`config.mk`:
```
export PLATFORM = sky130hd
export DESIGN_NAME = strip_cluster_eta
export DESIGN_NICKNAME = d
export VERILOG_FILES = /design/src/rtl/sce_pkg.sv /design/src/rtl/strip_cluster_eta.sv /design/src/rtl/sce_ctrl.sv /design/src/rtl/sce_datapath.sv
export SDC_FILE = /design/constraint.sdc
export NUM_CORES = 1
export LEC_CHECK = 0
export ABC_AREA = 1
export BUFFER_PORTS_ARGS = -buffer_cell sky130_fd_sc_hd__buf_2
export CORE_MARGIN = 2
export CORE_UTILIZATION = 30
export CTS_CLUSTER_DIAMETER = 40
export DETAILED_ROUTE_END_ITERATION = 8
export GPL_ROUTABILITY_DRIVEN = 0
export PLACE_DENSITY = 0.48
export SLEW_MARGIN = 20
export SYNTH_ARGS = -nofsm -noshare
export SYNTH_HDL_FRONTEND = slang
export SYNTH_SLANG_ARGS = --single-unit
```
`constraint.sdc`:
```
create_clock -name clk -period 5.3 [get_ports clk]
set_input_delay 0.53 -clock clk [delete_from_list [all_inputs] [get_ports clk]]
set_output_delay 0.53 -clock clk [all_outputs]
set_load 0.02 [all_outputs]
```
`src/rtl/sce_pkg.sv`:
```
package sce_pkg;

	localparam int ETA_FRACTION_BITS = 16;
	localparam int STRIPS_PER_CHIP   = 64;
	localparam int CHIPS_PER_LADDER  = 6;
	localparam int DIV_STEPS         = ETA_FRACTION_BITS + 1;
	localparam int STEP_W            = $clog2(DIV_STEPS);

	localparam logic [1:0] CLS_EDGE   = 2'd0;
	localparam logic [1:0] CLS_CENTRE = 2'd1;
	localparam logic [1:0] CLS_NONE   = 2'd2;

	typedef struct packed {
		logic [15:0] strip_signal;
		logic [8:0]  strip_channel;
		logic        cluster_end;
		logic [8:0]  first_strip;
		logic [8:0]  final_strip;
	} strip_t;

	typedef struct packed {
		logic [16:0] eta_value;
		logic [1:0]  eta_class;
		logic [2:0]  chip_number;
		logic        zero_sum;
	} result_t;

	typedef struct packed {
		logic track;
		logic select;
		logic div_first;
		logic div_step;
		logic load_out;
	} sce_cmd_t;

	typedef struct packed {
		logic end_strip;
		logic out_free;
	} sce_sts_t;

endpackage

```
`src/rtl/strip_cluster_eta.sv`:
```
// Silicon strip cluster eta. Strips of a cluster arrive one per transfer; the
// block tracks the strongest strip and its larger neighbour and, on the strip
// flagged cluster_end, returns one result: eta = signal on the higher channel
// over the sum of the two signals (16 fraction bits, truncated), its region
// class, the readout chip holding the whole cluster (CHIPS_PER_LADDER if no
// single chip holds it), and a zero-sum flag. Strips that do not end a cluster
// do not stall the input. An end strip stalls the input while the block
// selects the operands, runs the restoring divider that yields one quotient
// bit per cycle, and loads the output register. The load, and with it the
// input, waits for as long as the previous result sits stalled in the output
// register. The output register lets the result wait while the next cluster's
// strips stream in.
module strip_cluster_eta import sce_pkg::*; #(
	parameter int MAX_CLUSTER_STRIPS = 64
) (
	input  logic    clk,
	input  logic    arst_n,
	input  logic    strip_valid,
	output logic    strip_stall,
	input  strip_t  strip,
	output logic    result_valid,
	input  logic    result_stall,
	output result_t result
);

	sce_cmd_t cmd;
	sce_sts_t sts;

	sce_ctrl u_ctrl (
		.clk         (clk),
		.arst_n      (arst_n),
		.strip_valid (strip_valid),
		.strip_stall (strip_stall),
		.sts         (sts),
		.cmd         (cmd)
	);

	sce_datapath #(
		.MAX_CLUSTER_STRIPS (MAX_CLUSTER_STRIPS)
	) u_datapath (
		.clk          (clk),
		.arst_n       (arst_n),
		.strip        (strip),
		.cmd          (cmd),
		.sts          (sts),
		.result_valid (result_valid),
		.result_stall (result_stall),
		.result       (result)
	);

endmodule

```
`src/rtl/sce_ctrl.sv`:
```
module sce_ctrl import sce_pkg::*; (
	input  logic     clk,
	input  logic     arst_n,
	input  logic     strip_valid,
	output logic     strip_stall,
	input  sce_sts_t sts,
	output sce_cmd_t cmd
);

	typedef enum logic [1:0] {S_TRACK, S_SELECT, S_DIV, S_OUT} state_t;

	state_t            state_q;
	logic [STEP_W-1:0] step_q;
	logic              accept;

	assign strip_stall = (state_q != S_TRACK);
	assign accept      = strip_valid && (state_q == S_TRACK);

	always_comb begin
		cmd.track     = accept;
		cmd.select    = (state_q == S_SELECT);
		cmd.div_step  = (state_q == S_DIV);
		cmd.div_first = (state_q == S_DIV) && (step_q == '0);
		cmd.load_out  = (state_q == S_OUT) && sts.out_free;
	end

	always_ff @(posedge clk or negedge arst_n) begin
		if (!arst_n) begin
			state_q <= S_TRACK;
			step_q  <= '0;
		end else begin
			case (state_q)
				S_TRACK: begin
					if (accept && sts.end_strip) begin
						state_q <= S_SELECT;
					end
				end
				S_SELECT: begin
					state_q <= S_DIV;
					step_q  <= '0;
				end
				S_DIV: begin
					if (step_q == STEP_W'(DIV_STEPS - 1)) begin
						state_q <= S_OUT;
					end else begin
						step_q <= step_q + 1'b1;
					end
				end
				S_OUT: begin
					if (sts.out_free) begin
						state_q <= S_TRACK;
					end
				end
				default: state_q <= S_TRACK;
			endcase
		end
	end

	a_end_blocks: assert property (@(posedge clk) disable iff (!arst_n)
		strip_valid && !strip_stall && sts.end_strip |=> strip_stall)
		else $error("end strip transfer did not block input");

	a_div_len: assert property (@(posedge clk) disable iff (!arst_n)
		(state_q == S_SELECT) |=> (state_q == S_DIV) && (step_q == '0))
		else $error("divider did not restart");

	a_out_after_div: assert property (@(posedge clk) disable iff (!arst_n)
		$rose(state_q == S_OUT) |-> $past(step_q) == STEP_W'(DIV_STEPS - 1))
		else $error("result stage entered before divider finished");

endmodule

```
`src/rtl/sce_datapath.sv`:
```
module sce_datapath import sce_pkg::*; #(
	parameter int MAX_CLUSTER_STRIPS = 64
) (
	input  logic     clk,
	input  logic     arst_n,
	input  strip_t   strip,
	input  sce_cmd_t cmd,
	output sce_sts_t sts,
	output logic     result_valid,
	input  logic     result_stall,
	output result_t  result
);

	localparam int CW = $clog2(MAX_CLUSTER_STRIPS + 1);
	localparam int QW = ETA_FRACTION_BITS + 1;

	logic [CW-1:0] count_q;
	logic          left_v_q, right_v_q;
	logic          out_valid_q;

	logic [15:0] peak_sig_q, left_sig_q, right_sig_q, prev_sig_q;
	logic [8:0]  peak_ch_q, left_ch_q, right_ch_q, prev_ch_q;
	logic [8:0]  first_q, last_q;
	logic [15:0] num_q;
	logic [16:0] sum_q;
	logic [2:0]  chip_q;
	logic [17:0] rem_q;
	logic [QW-1:0] quo_q;

	logic        fresh, take_peak;
	logic        use_left, single;
	logic [15:0] nsig, num_d;
	logic [8:0]  nch;
	logic [16:0] sum_d;
	logic [8:0]  fc, lc, hc;
	logic [2:0]  chip_d;
	logic [17:0] rshift, rdiff;
	logic        ge;
	logic [18:0] n5, s2, s3, s4;
	logic [1:0]  cls;

	assign fresh     = (count_q == '0);
	assign take_peak = fresh || (strip.strip_signal > peak_sig_q);

	assign sts.end_strip = strip.cluster_end;
	assign sts.out_free  = !out_valid_q || !result_stall;

	always_ff @(posedge clk or negedge arst_n) begin
		if (!arst_n) begin
			count_q     <= '0;
			left_v_q    <= 1'b0;
			right_v_q   <= 1'b0;
			out_valid_q <= 1'b0;
		end else begin
			if (cmd.select) begin
				count_q   <= '0;
				left_v_q  <= 1'b0;
				right_v_q <= 1'b0;
			end else if (cmd.track) begin
				if (count_q != CW'(MAX_CLUSTER_STRIPS)) begin
					count_q <= count_q + 1'b1;
				end
				if (take_peak) begin
					left_v_q  <= !fresh;
					right_v_q <= 1'b0;
				end else if (!right_v_q) begin
					right_v_q <= 1'b1;
				end
			end
			if (cmd.load_out) begin
				out_valid_q <= 1'b1;
			end else if (!result_stall) begin
				out_valid_q <= 1'b0;
			end
		end
	end

	always_ff @(posedge clk) begin
		if (cmd.track) begin
			prev_sig_q <= strip.strip_signal;
			prev_ch_q  <= strip.strip_channel;
			first_q    <= strip.first_strip;
			last_q     <= strip.final_strip;
			if (take_peak) begin
				peak_sig_q <= strip.strip_signal;
				peak_ch_q  <= strip.strip_channel;
				if (!fresh) begin
					left_sig_q <= prev_sig_q;
					left_ch_q  <= prev_ch_q;
				end
			end else if (!right_v_q) begin
				right_sig_q <= strip.strip_signal;
				right_ch_q  <= strip.strip_channel;
			end
		end
	end

	// pick the neighbour, form numerator and sum, and find the readout chip
	always_comb begin
		use_left = (left_v_q && right_v_q) ? (left_sig_q > right_sig_q) : left_v_q;
		nsig     = use_left ? left_sig_q : right_sig_q;
		nch      = use_left ? left_ch_q : right_ch_q;
		single   = (count_q <= CW'(1));
		if (single) begin
			num_d = 16'd1;
			sum_d = 17'd1;
		end else begin
			num_d = (peak_ch_q > nch) ? peak_sig_q : nsig;
			sum_d = {1'b0, peak_sig_q} + {1'b0, nsig};
		end
		fc = 9'(first_q / STRIPS_PER_CHIP);
		lc = 9'(last_q / STRIPS_PER_CHIP);
		hc = (fc > 9'(CHIPS_PER_LADDER - 1)) ? 9'(CHIPS_PER_LADDER - 1) : fc;
		chip_d = (hc >= lc) ? hc[2:0] : 3'(CHIPS_PER_LADDER);
	end

	// restoring divider, one quotient bit per step
	always_comb begin
		rshift = cmd.div_first ? rem_q : {rem_q[16:0], 1'b0};
		ge     = (rshift >= {1'b0, sum_q});
		rdiff  = rshift - {1'b0, sum_q};
	end

	always_ff @(posedge clk) begin
		if (cmd.select) begin
			num_q  <= num_d;
			sum_q  <= sum_d;
			chip_q <= chip_d;
			rem_q  <= {2'b00, num_d};
			quo_q  <= '0;
		end else if (cmd.div_step) begin
			rem_q <= ge ? rdiff : rshift;
			quo_q <= {quo_q[QW-2:0], ge};
		end
	end

	// region class on the exact ratio
	always_comb begin
		n5 = {1'b0, num_q, 2'b00} + {3'b000, num_q};
		s2 = {1'b0, sum_q, 1'b0};
		s4 = {sum_q, 2'b00};
		s3 = s2 + {2'b00, sum_q};
		cls = CLS_NONE;
		if (n5 < {2'b00, sum_q} || n5 > s4) begin
			cls = CLS_EDGE;
		end
		if (n5 > s2 && n5 < s3) begin
			cls = CLS_CENTRE;
		end
		if (sum_q == '0) begin
			cls = CLS_EDGE;
		end
	end

	always_ff @(posedge clk) begin
		if (cmd.load_out) begin
			result.eta_value   <= (sum_q == '0) ? 17'd0 : 17'(quo_q);
			result.eta_class   <= cls;
			result.chip_number <= chip_q;
			result.zero_sum    <= (sum_q == '0);
		end
	end

	assign result_valid = out_valid_q;

	a_zero_eta: assert property (@(posedge clk) disable iff (!arst_n)
		out_valid_q && result.zero_sum |-> result.eta_value == '0 &&
		result.eta_class == CLS_EDGE)
		else $error("zero sum with nonzero eta or wrong class");

	a_eta_range: assert property (@(posedge clk) disable iff (!arst_n)
		out_valid_q |-> result.eta_value <= 17'(1 << ETA_FRACTION_BITS))
		else $error("eta above one");

	a_num_le_sum: assert property (@(posedge clk) disable iff (!arst_n)
		cmd.div_step |-> {1'b0, num_q} <= sum_q && rem_q <= {1'b0, sum_q})
		else $error("divider operands out of range");

endmodule
```
After elaboration in Yosys (flattened, before gate mapping)
Cells that the tools add are included.
{"block": "word_totals", "ff_bits": 229, "word_cells": 115, "out_inout_bits": 25, "input_bits": 48}
{"block": "op_classes", "bitwise": 3, "add_sub_neg": 6, "n_reduce_logical": 29, "eq_ne": 10, "mux": 29, "order_cmp": 11}
{"operator": "$mux W16", "count": 5}
{"operator": "$mux W18", "count": 2}
{"operator": "$gt A16 B16 Y1", "count": 2}
{"operator": "$mux W7", "count": 3}
{"operator": "$add A18 B16 Y19", "count": 1}
{"operator": "$add A18 B17 Y19", "count": 1}
{"operator": "$gt A19 B18 Y1", "count": 1}
{"operator": "$gt A19 B19 Y1", "count": 1}
{"operator": "$lt A19 B17 Y1", "count": 1}
{"operator": "$lt A19 B19 Y1", "count": 1}
{"operator": "$ge A18 B17 Y1", "count": 1}
{"operator": "$sub A18 B17 Y18", "count": 1}
{"operator": "$add A16 B16 Y17", "count": 1}
{"operator": "$logic_not A17 Y1", "count": 1}
{"operator": "$mux W1", "count": 10}
{"operator": "$pmux W5 S2", "count": 1}
{"operator": "$reduce_bool A2 Y1", "count": 5}
{"operator": "$ge A9 B3 Y1", "count": 1}
{"operator": "$gt A9 B9 Y1", "count": 1}
{"operator": "$mux W9", "count": 1}
{"operator": "$reduce_and A3 Y1", "count": 3}
{"operator": "$mux W2", "count": 4}
{"operator": "$pmux W2 S4", "count": 1}
{"operator": "$reduce_and A2 Y1", "count": 4}
{"operator": "20 further kinds", "count": 35}

Depth between registers and ports, before layout
{"block": "depth", "depth_word": 7, "depth_mapped": 29}

Cells and area by module
Synthesis repeated with hierarchy kept, for this count alone.
{"block": "unflattened", "cells_unflattened": 1609, "hier_area_um2": 14567.7}
{"module": "sce_datapath", "cells_per_inst": 1539, "instances": 1, "seq_area_each_um2": 6065.8, "area_each_um2": 14046.0}
{"module": "sce_ctrl", "cells_per_inst": 70, "instances": 1, "seq_area_each_um2": 175.2, "area_each_um2": 521.8}

Worst setup path before layout
OpenSTA, ideal clock, no wires.
{"block": "synth_path", "path_type": "input -> register", "from": "input port strip[43] (netlist name)", "to": "register u_datapath.right_ch_q[0], enable pin", "path_slack_ps": 1710, "setup_ps": 438, "cell_stages": 9, "arrival_ps": 3152, "cell_sequence": "ha_1 -> nand2_1 -> inv_1 -> nand3_1 -> nor3_1 -> nand4_1 -> nand2_1 -> nand2_1 -> nor3_1"}
{"block": "synth_between", "elab_chain_cells": 4}
{"element": "start, declared", "line_no": "strip_cluster_eta.sv:20", "rtl": "input strip_t strip,"}
{"element": "$gt A16 B16 Y1", "line_no": "sce_datapath.sv:43", "rtl": "assign take_peak = fresh || (strip.strip_signal > peak_sig_q);"}
{"element": "$logic_or A1 B1 Y1", "line_no": "sce_datapath.sv:43"}
{"element": "$not A1 Y1 (no line)"}
{"element": "$reduce_and A3 Y1 (no line)"}
{"element": "end signal, assigned", "line_no": "sce_datapath.sv:93", "rtl": "right_ch_q <= strip.strip_channel;"}
{"element": "end, declared", "line_no": "sce_datapath.sv:22", "rtl": "logic [8:0] peak_ch_q, left_ch_q, right_ch_q, prev_ch_q;"}
Every way passes these cells.
A chain may end at the register's enable or synchronous reset.

Worst setup path after layout
{"block": "layout_path", "from": "register u_datapath.right_sig_q[15]", "to": "register u_datapath.sum_q[12], data pin"}
{"block": "layout_between", "elab_chain_cells": 4}
{"element": "start, declared", "line_no": "sce_datapath.sv:21", "rtl": "logic [15:0] peak_sig_q, left_sig_q, right_sig_q, prev_sig_q;"}
{"element": "start signal, assigned", "line_no": "sce_datapath.sv:92", "rtl": "right_sig_q <= strip.strip_signal;"}
{"element": "$gt A16 B16 Y1", "line_no": "sce_datapath.sv:100", "rtl": "use_left = (left_v_q && right_v_q) ? (left_sig_q > right_sig_q) : left_v_q;"}
{"element": "$mux W1", "line_no": "sce_datapath.sv:100"}
{"element": "$mux W16", "line_no": "sce_datapath.sv:101", "rtl": "nsig = use_left ? left_sig_q : right_sig_q;"}
{"element": "$add A16 B16 Y17", "line_no": "sce_datapath.sv:109", "rtl": "sum_d = {1'b0, peak_sig_q} + {1'b0, nsig};"}
{"element": "end signal, assigned", "line_no": "sce_datapath.sv:127", "rtl": "sum_q <= sum_d;"}
{"element": "end, declared", "line_no": "sce_datapath.sv:25", "rtl": "logic [16:0] sum_q;"}
Every way passes these cells.

==> metrics.txt <==
# TYPE chip_impl_metric gauge
chip_impl_info{name="status",value="completed"} 1
chip_impl_metric{name="syn-instance-count",unit=""} 1630
chip_impl_info{name="highest_routed_metal_layer",value="met5"} 1
chip_impl_metric{name="met3_length",unit="mm"} 1.39
chip_impl_info{name="startpoint_type",value="register"} 1
chip_impl_info{name="hp-class",value="primary input to register"} 1
chip_impl_info{name="path_delay_family",value="compound AO/OA/AOI/OAI gates"} 1
chip_impl_metric{name="avgViaCountPerCell",unit=""} 4.67
chip_impl_metric{name="clock_insertion_delay_worst_skew",unit="ns"} 0.55
chip_impl_metric{name="antenna_found_initial",unit=""} 1
chip_impl_metric{name="detail_route.wl_per_cell",unit="µm"} 14.7
chip_impl_metric{name="yosysSeqAreaShare",unit=""} 0.433
chip_impl_metric{name="syn2layout_area_growth",unit="%"} 16.8
chip_impl_metric{name="syn-cell-area",unit="mm²"} 0.0144
chip_impl_metric{name="detail_route.drc_violations",unit=""} 0
chip_impl_metric{name="portBuffers",unit=""} 60
chip_impl_metric{name="hold_slack",unit="ns"} 0.169
chip_impl_metric{name="cts-hold-fix-buffers",unit=""} 1
chip_impl_metric{name="worst_slew_pin_slew",unit="ns"} 0.922
chip_impl_metric{name="avgSynthCellArea",unit="µm²"} 8.85
chip_impl_metric{name="setup_viol",unit=""} 0
chip_impl_metric{name="cap_viol_max_count",unit=""} 0
chip_impl_metric{name="fin_util",unit=""} 0.354
chip_impl_metric{name="synth_async_sr_flop_share",unit=""} 0.0783
chip_impl_metric{name="overall_overflow_remaining_after_global_route",unit=""} 0
chip_impl_metric{name="slew_headroom",unit=""} 0.383
chip_impl_metric{name="synth-edff-count",unit=""} 181
chip_impl_metric{name="netlist-cell-type-count",unit=""} 48
chip_impl_metric{name="maxClockFrequency",unit="MHz"} 241
chip_impl_info{name="crit_path_cell_trace",value="inv_1, ha_1, a21oi_1, o21ai_0, a21oi_1, nand2_1, nand2_1, nand2_1, nand2_2, nand2_1, and2_1, ha_1, inv_1, fa_1, inv_1, nand3_1, nand2_1, a21oi_1, o21ai_0, a21boi_0, o21bai_1, nor2_1, nor2_1"} 1
chip_impl_metric{name="drt-met1-wl",unit="mm"} 16.0
chip_impl_metric{name="synth_top_cell_area_share",unit=""} 0.377
chip_impl_metric{name="vias_in_the_first_global_route",unit=""} 11100
chip_impl_metric{name="finalMaxSlewViolations",unit=""} 0
chip_impl_info{name="root_buffer",value="sky130_fd_sc_hd__clkbuf_16"} 1
chip_impl_metric{name="grt_pass1_wl",unit="mm"} 56.5
chip_impl_metric{name="clk_pin_slew_worst_paths",unit="ns"} 0.05
chip_impl_metric{name="worst-path-max-fanout",unit=""} 20
chip_impl_metric{name="layout.nets",unit=""} 1966
chip_impl_metric{name="io_pins",unit=""} 73
chip_impl_metric{name="wl_met2",unit="mm"} 16.3
chip_impl_metric{name="worst-endpoint-required",unit="ns"} 5.60
chip_impl_metric{name="dr_total_vias",unit=""} 11048
chip_impl_metric{name="post-route-period-util",unit=""} 0.784
chip_impl_metric{name="grt_start_max_net_pins",unit=""} 57
chip_impl_metric{name="cts_resized",unit=""} 0
chip_impl_info{name="most_common_library_cell_in_the_layout_ignoring_fill_and_taps",value="sky130_fd_sc_hd__nand2_1"} 1
chip_impl_metric{name="yosys_register_bits",unit=""} 217
chip_impl_metric{name="timing.final.crit_period",unit="ns"} 4.16
chip_impl_metric{name="setup_repair_bufs_after_cts",unit=""} 0
chip_impl_info{name="grt_setup_unrepaired",value="no"} 1
chip_impl_metric{name="dp_hpwl",unit="mm"} 26.7
chip_impl_metric{name="die_height",unit="µm"} 223
chip_impl_metric{name="cpPeakStageDelay",unit="ns"} 0.39
chip_impl_metric{name="fin_worst_skew",unit="ns"} 0.0205
chip_impl_metric{name="layout-drive-gt1-share",unit=""} 0.0908
chip_impl_metric{name="initial_util",unit=""} 0.303
chip_impl_metric{name="row_count",unit=""} 80
chip_impl_metric{name="timing.final.hold_violations",unit=""} 0
chip_impl_metric{name="synth_warnings",unit=""} 0
chip_impl_metric{name="clk_sink_count",unit=""} 217
chip_impl_metric{name="cts_buffer_depth",unit=""} 3
chip_impl_metric{name="count_of_nets_left_with_antenna_violations_after_detail_routing",unit=""} 0
chip_impl_info{name="timing.critical_path.to_type",value="register"} 1
chip_impl_info{name="critPathMostFrequentCell",value="sky130_fd_sc_hd__nand2_1"} 1
chip_impl_metric{name="gr-usage-all-layers",unit=""} 0.142
chip_impl_metric{name="setup_total_negative_slack",unit="ns"} 0
chip_impl_info{name="worstSetupPathType",value="register to register"} 1
chip_impl_metric{name="dieWidth",unit="µm"} 223
chip_impl_metric{name="antenna-diode-count",unit=""} 0
chip_impl_metric{name="dieArea",unit="mm²"} 0.0498
chip_impl_metric{name="wl",unit="mm"} 34.7
chip_impl_metric{name="coreArea",unit="mm²"} 0.0475
chip_impl_metric{name="critical_path_buf_inv_count",unit=""} 3
chip_impl_metric{name="tritoncts_buffer_count",unit=""} 40
chip_impl_metric{name="synthesis.nets",unit=""} 1877
chip_impl_metric{name="drt_first_iter_violations",unit=""} 517
chip_impl_metric{name="cts.htree.levels",unit=""} 2
chip_impl_metric{name="cp.arrival",unit="ns"} 4.45
chip_impl_info{name="yosysTopAreaCell",value="sky130_fd_sc_hd__edfxtp_1"} 1
chip_impl_metric{name="pre_cts_ws",unit="ns"} 1.07
chip_impl_info{name="synth_ff_type",value="sky130_fd_sc_hd__edfxtp_1"} 1
chip_impl_info{name="clock_tree_from_tritoncts",value="built"} 1
chip_impl_info{name="most_used_cells_in_the_layout_excluding_fill_and_tap_cells",value="sky130_fd_sc_hd__nand2_1, sky130_fd_sc_hd__inv_1, sky130_fd_sc_hd__ha_1"} 1
chip_impl_metric{name="firstDrtPassIters",unit=""} 5
chip_impl_info{name="critical_path.slowest_cell",value="sky130_fd_sc_hd__edfxtp_1"} 1
chip_impl_info{name="yosys-top-cells-area",value="sky130_fd_sc_hd__edfxtp_1, sky130_fd_sc_hd__ha_1, sky130_fd_sc_hd__nand2_1"} 1
chip_impl_metric{name="layout_setup_ws",unit="ns"} 1.14
## per-layer routing
metal,vias to the layer above,global-route usage
met4,2,0.0494
met5,-,0
met3,68,0.0288
met2,150,0.242
met1,5067,0.180
li1,5761,-
## stage by stage
step / std cells / instance area (µm²)
3_3_place_gp: 2291 / 15500
5_1_grt: 2366 / 16800
2_1_floorplan: 1630 / 14400
3_5_place_dp: 2291 / 15500
6_report: 2366 / 16800
4_1_cts: 2366 / 16800
## synth_stat cells, types with 3 or more instances
cell,number
sky130_fd_sc_hd__o211ai_1,8
sky130_fd_sc_hd__a21boi_0,4
sky130_fd_sc_hd__nand3b_1,5
sky130_fd_sc_hd__o21bai_1,7
sky130_fd_sc_hd__nand2_1,337
sky130_fd_sc_hd__xor2_1,24
sky130_fd_sc_hd__a211oi_1,3
sky130_fd_sc_hd__mux2i_1,9
sky130_fd_sc_hd__edfxtp_1,181
sky130_fd_sc_hd__fa_1,4
sky130_fd_sc_hd__buf_2,3
sky130_fd_sc_hd__o21ai_1,5
sky130_fd_sc_hd__a21o_1,7
sky130_fd_sc_hd__clkbuf_1,17
sky130_fd_sc_hd__nand3_1,106
sky130_fd_sc_hd__dfxtp_1,19
sky130_fd_sc_hd__inv_1,233
sky130_fd_sc_hd__o21ai_0,106
sky130_fd_sc_hd__ha_1,195
sky130_fd_sc_hd__o211ai_2,5
sky130_fd_sc_hd__xnor2_1,18
sky130_fd_sc_hd__nor2_1,102
sky130_fd_sc_hd__o21a_1,5
sky130_fd_sc_hd__buf_6,3
sky130_fd_sc_hd__nor4_1,4
sky130_fd_sc_hd__nand4_1,22
sky130_fd_sc_hd__a21oi_1,133
sky130_fd_sc_hd__nor3_1,21
sky130_fd_sc_hd__dfrtp_1,17
## sequential cells by signal, indices dropped and copies added, names as in the netlist, 16 cells and up
register and flops:
u_datapath.peak_sig_q 16, u_datapath.num_q 16, u_datapath.right_sig_q 16, u_datapath.prev_sig_q 16, u_datapath.left_sig_q 16, u_datapath.rem_q 18, u_datapath.sum_q 17, u_datapath.result 23
u_datapath.quo_q 17
## area by class of cell
type,instances,area [µm²]
Tap cell,615,769
Multi-Input combinational cell,1150,7170
Inverter,236,886
Sequential cell,217,6240
Fill cell,4863,30700
Timing Repair Buffer,74,408
Clock buffer,46,1070
Clock inverter,28,300
## worst reg2reg max path, cell delays in order, from the launching register on
cell and delay, ns:
sky130_fd_sc_hd__edfxtp_1 0.39, sky130_fd_sc_hd__inv_1 0.07, sky130_fd_sc_hd__ha_1 0.24, sky130_fd_sc_hd__a21oi_1 0.17, sky130_fd_sc_hd__o21ai_0 0.15, sky130_fd_sc_hd__a21oi_1 0.21, sky130_fd_sc_hd__nand2_1 0.08, sky130_fd_sc_hd__nand2_1 0.06
sky130_fd_sc_hd__nand2_1 0.07, sky130_fd_sc_hd__nand2_2 0.38, sky130_fd_sc_hd__nand2_1 0.13, sky130_fd_sc_hd__and2_1 0.16, sky130_fd_sc_hd__ha_1 0.17, sky130_fd_sc_hd__inv_1 0.09, sky130_fd_sc_hd__fa_1 0.16, sky130_fd_sc_hd__inv_1 0.06
sky130_fd_sc_hd__nand3_1 0.06, sky130_fd_sc_hd__nand2_1 0.09, sky130_fd_sc_hd__a21oi_1 0.31, sky130_fd_sc_hd__o21ai_0 0.20, sky130_fd_sc_hd__a21boi_0 0.39, sky130_fd_sc_hd__o21bai_1 0.13, sky130_fd_sc_hd__nor2_1 0.10, sky130_fd_sc_hd__nor2_1 0.06
## path summary, 6_finish.rpt
kind	start	endpoint	slack [ns]	cells after the start
min	strip[17]	u_datapath.first_q[8]	0.17	1
max reg2reg	u_datapath.right_sig_q[15]	u_datapath.sum_q[12]	1.14	23
min reg2reg	u_datapath.prev_sig_q[11]	u_datapath.left_sig_q[11]	0.41	0
min in group asynchronous	arst_n	u_datapath.left_v_q	0.46	2
max	u_datapath.right_sig_q[15]	u_datapath.sum_q[12]	1.14	23
max in group asynchronous	arst_n	u_ctrl.state_q[0]	4.53	2
## logic make-up (layout without fill, tap and decap cells)
family | Yosys count | after routing | share of synthesized area
simple gates | 605 | 605 | 0.176
compound gates | 293 | 293 | 0.112
buf+inv | 263 | 384 | 0.0708
flops | 217 | 217 | 0.433
fa+ha+maj | 199 | 199 | 0.175
xor+xnor | 42 | 42 | 0.0255
mux | 11 | 11 | 0.00781
Power is not shown: default switching activity piles up to over one toggle a cycle in this logic, so the estimate is an artifact.
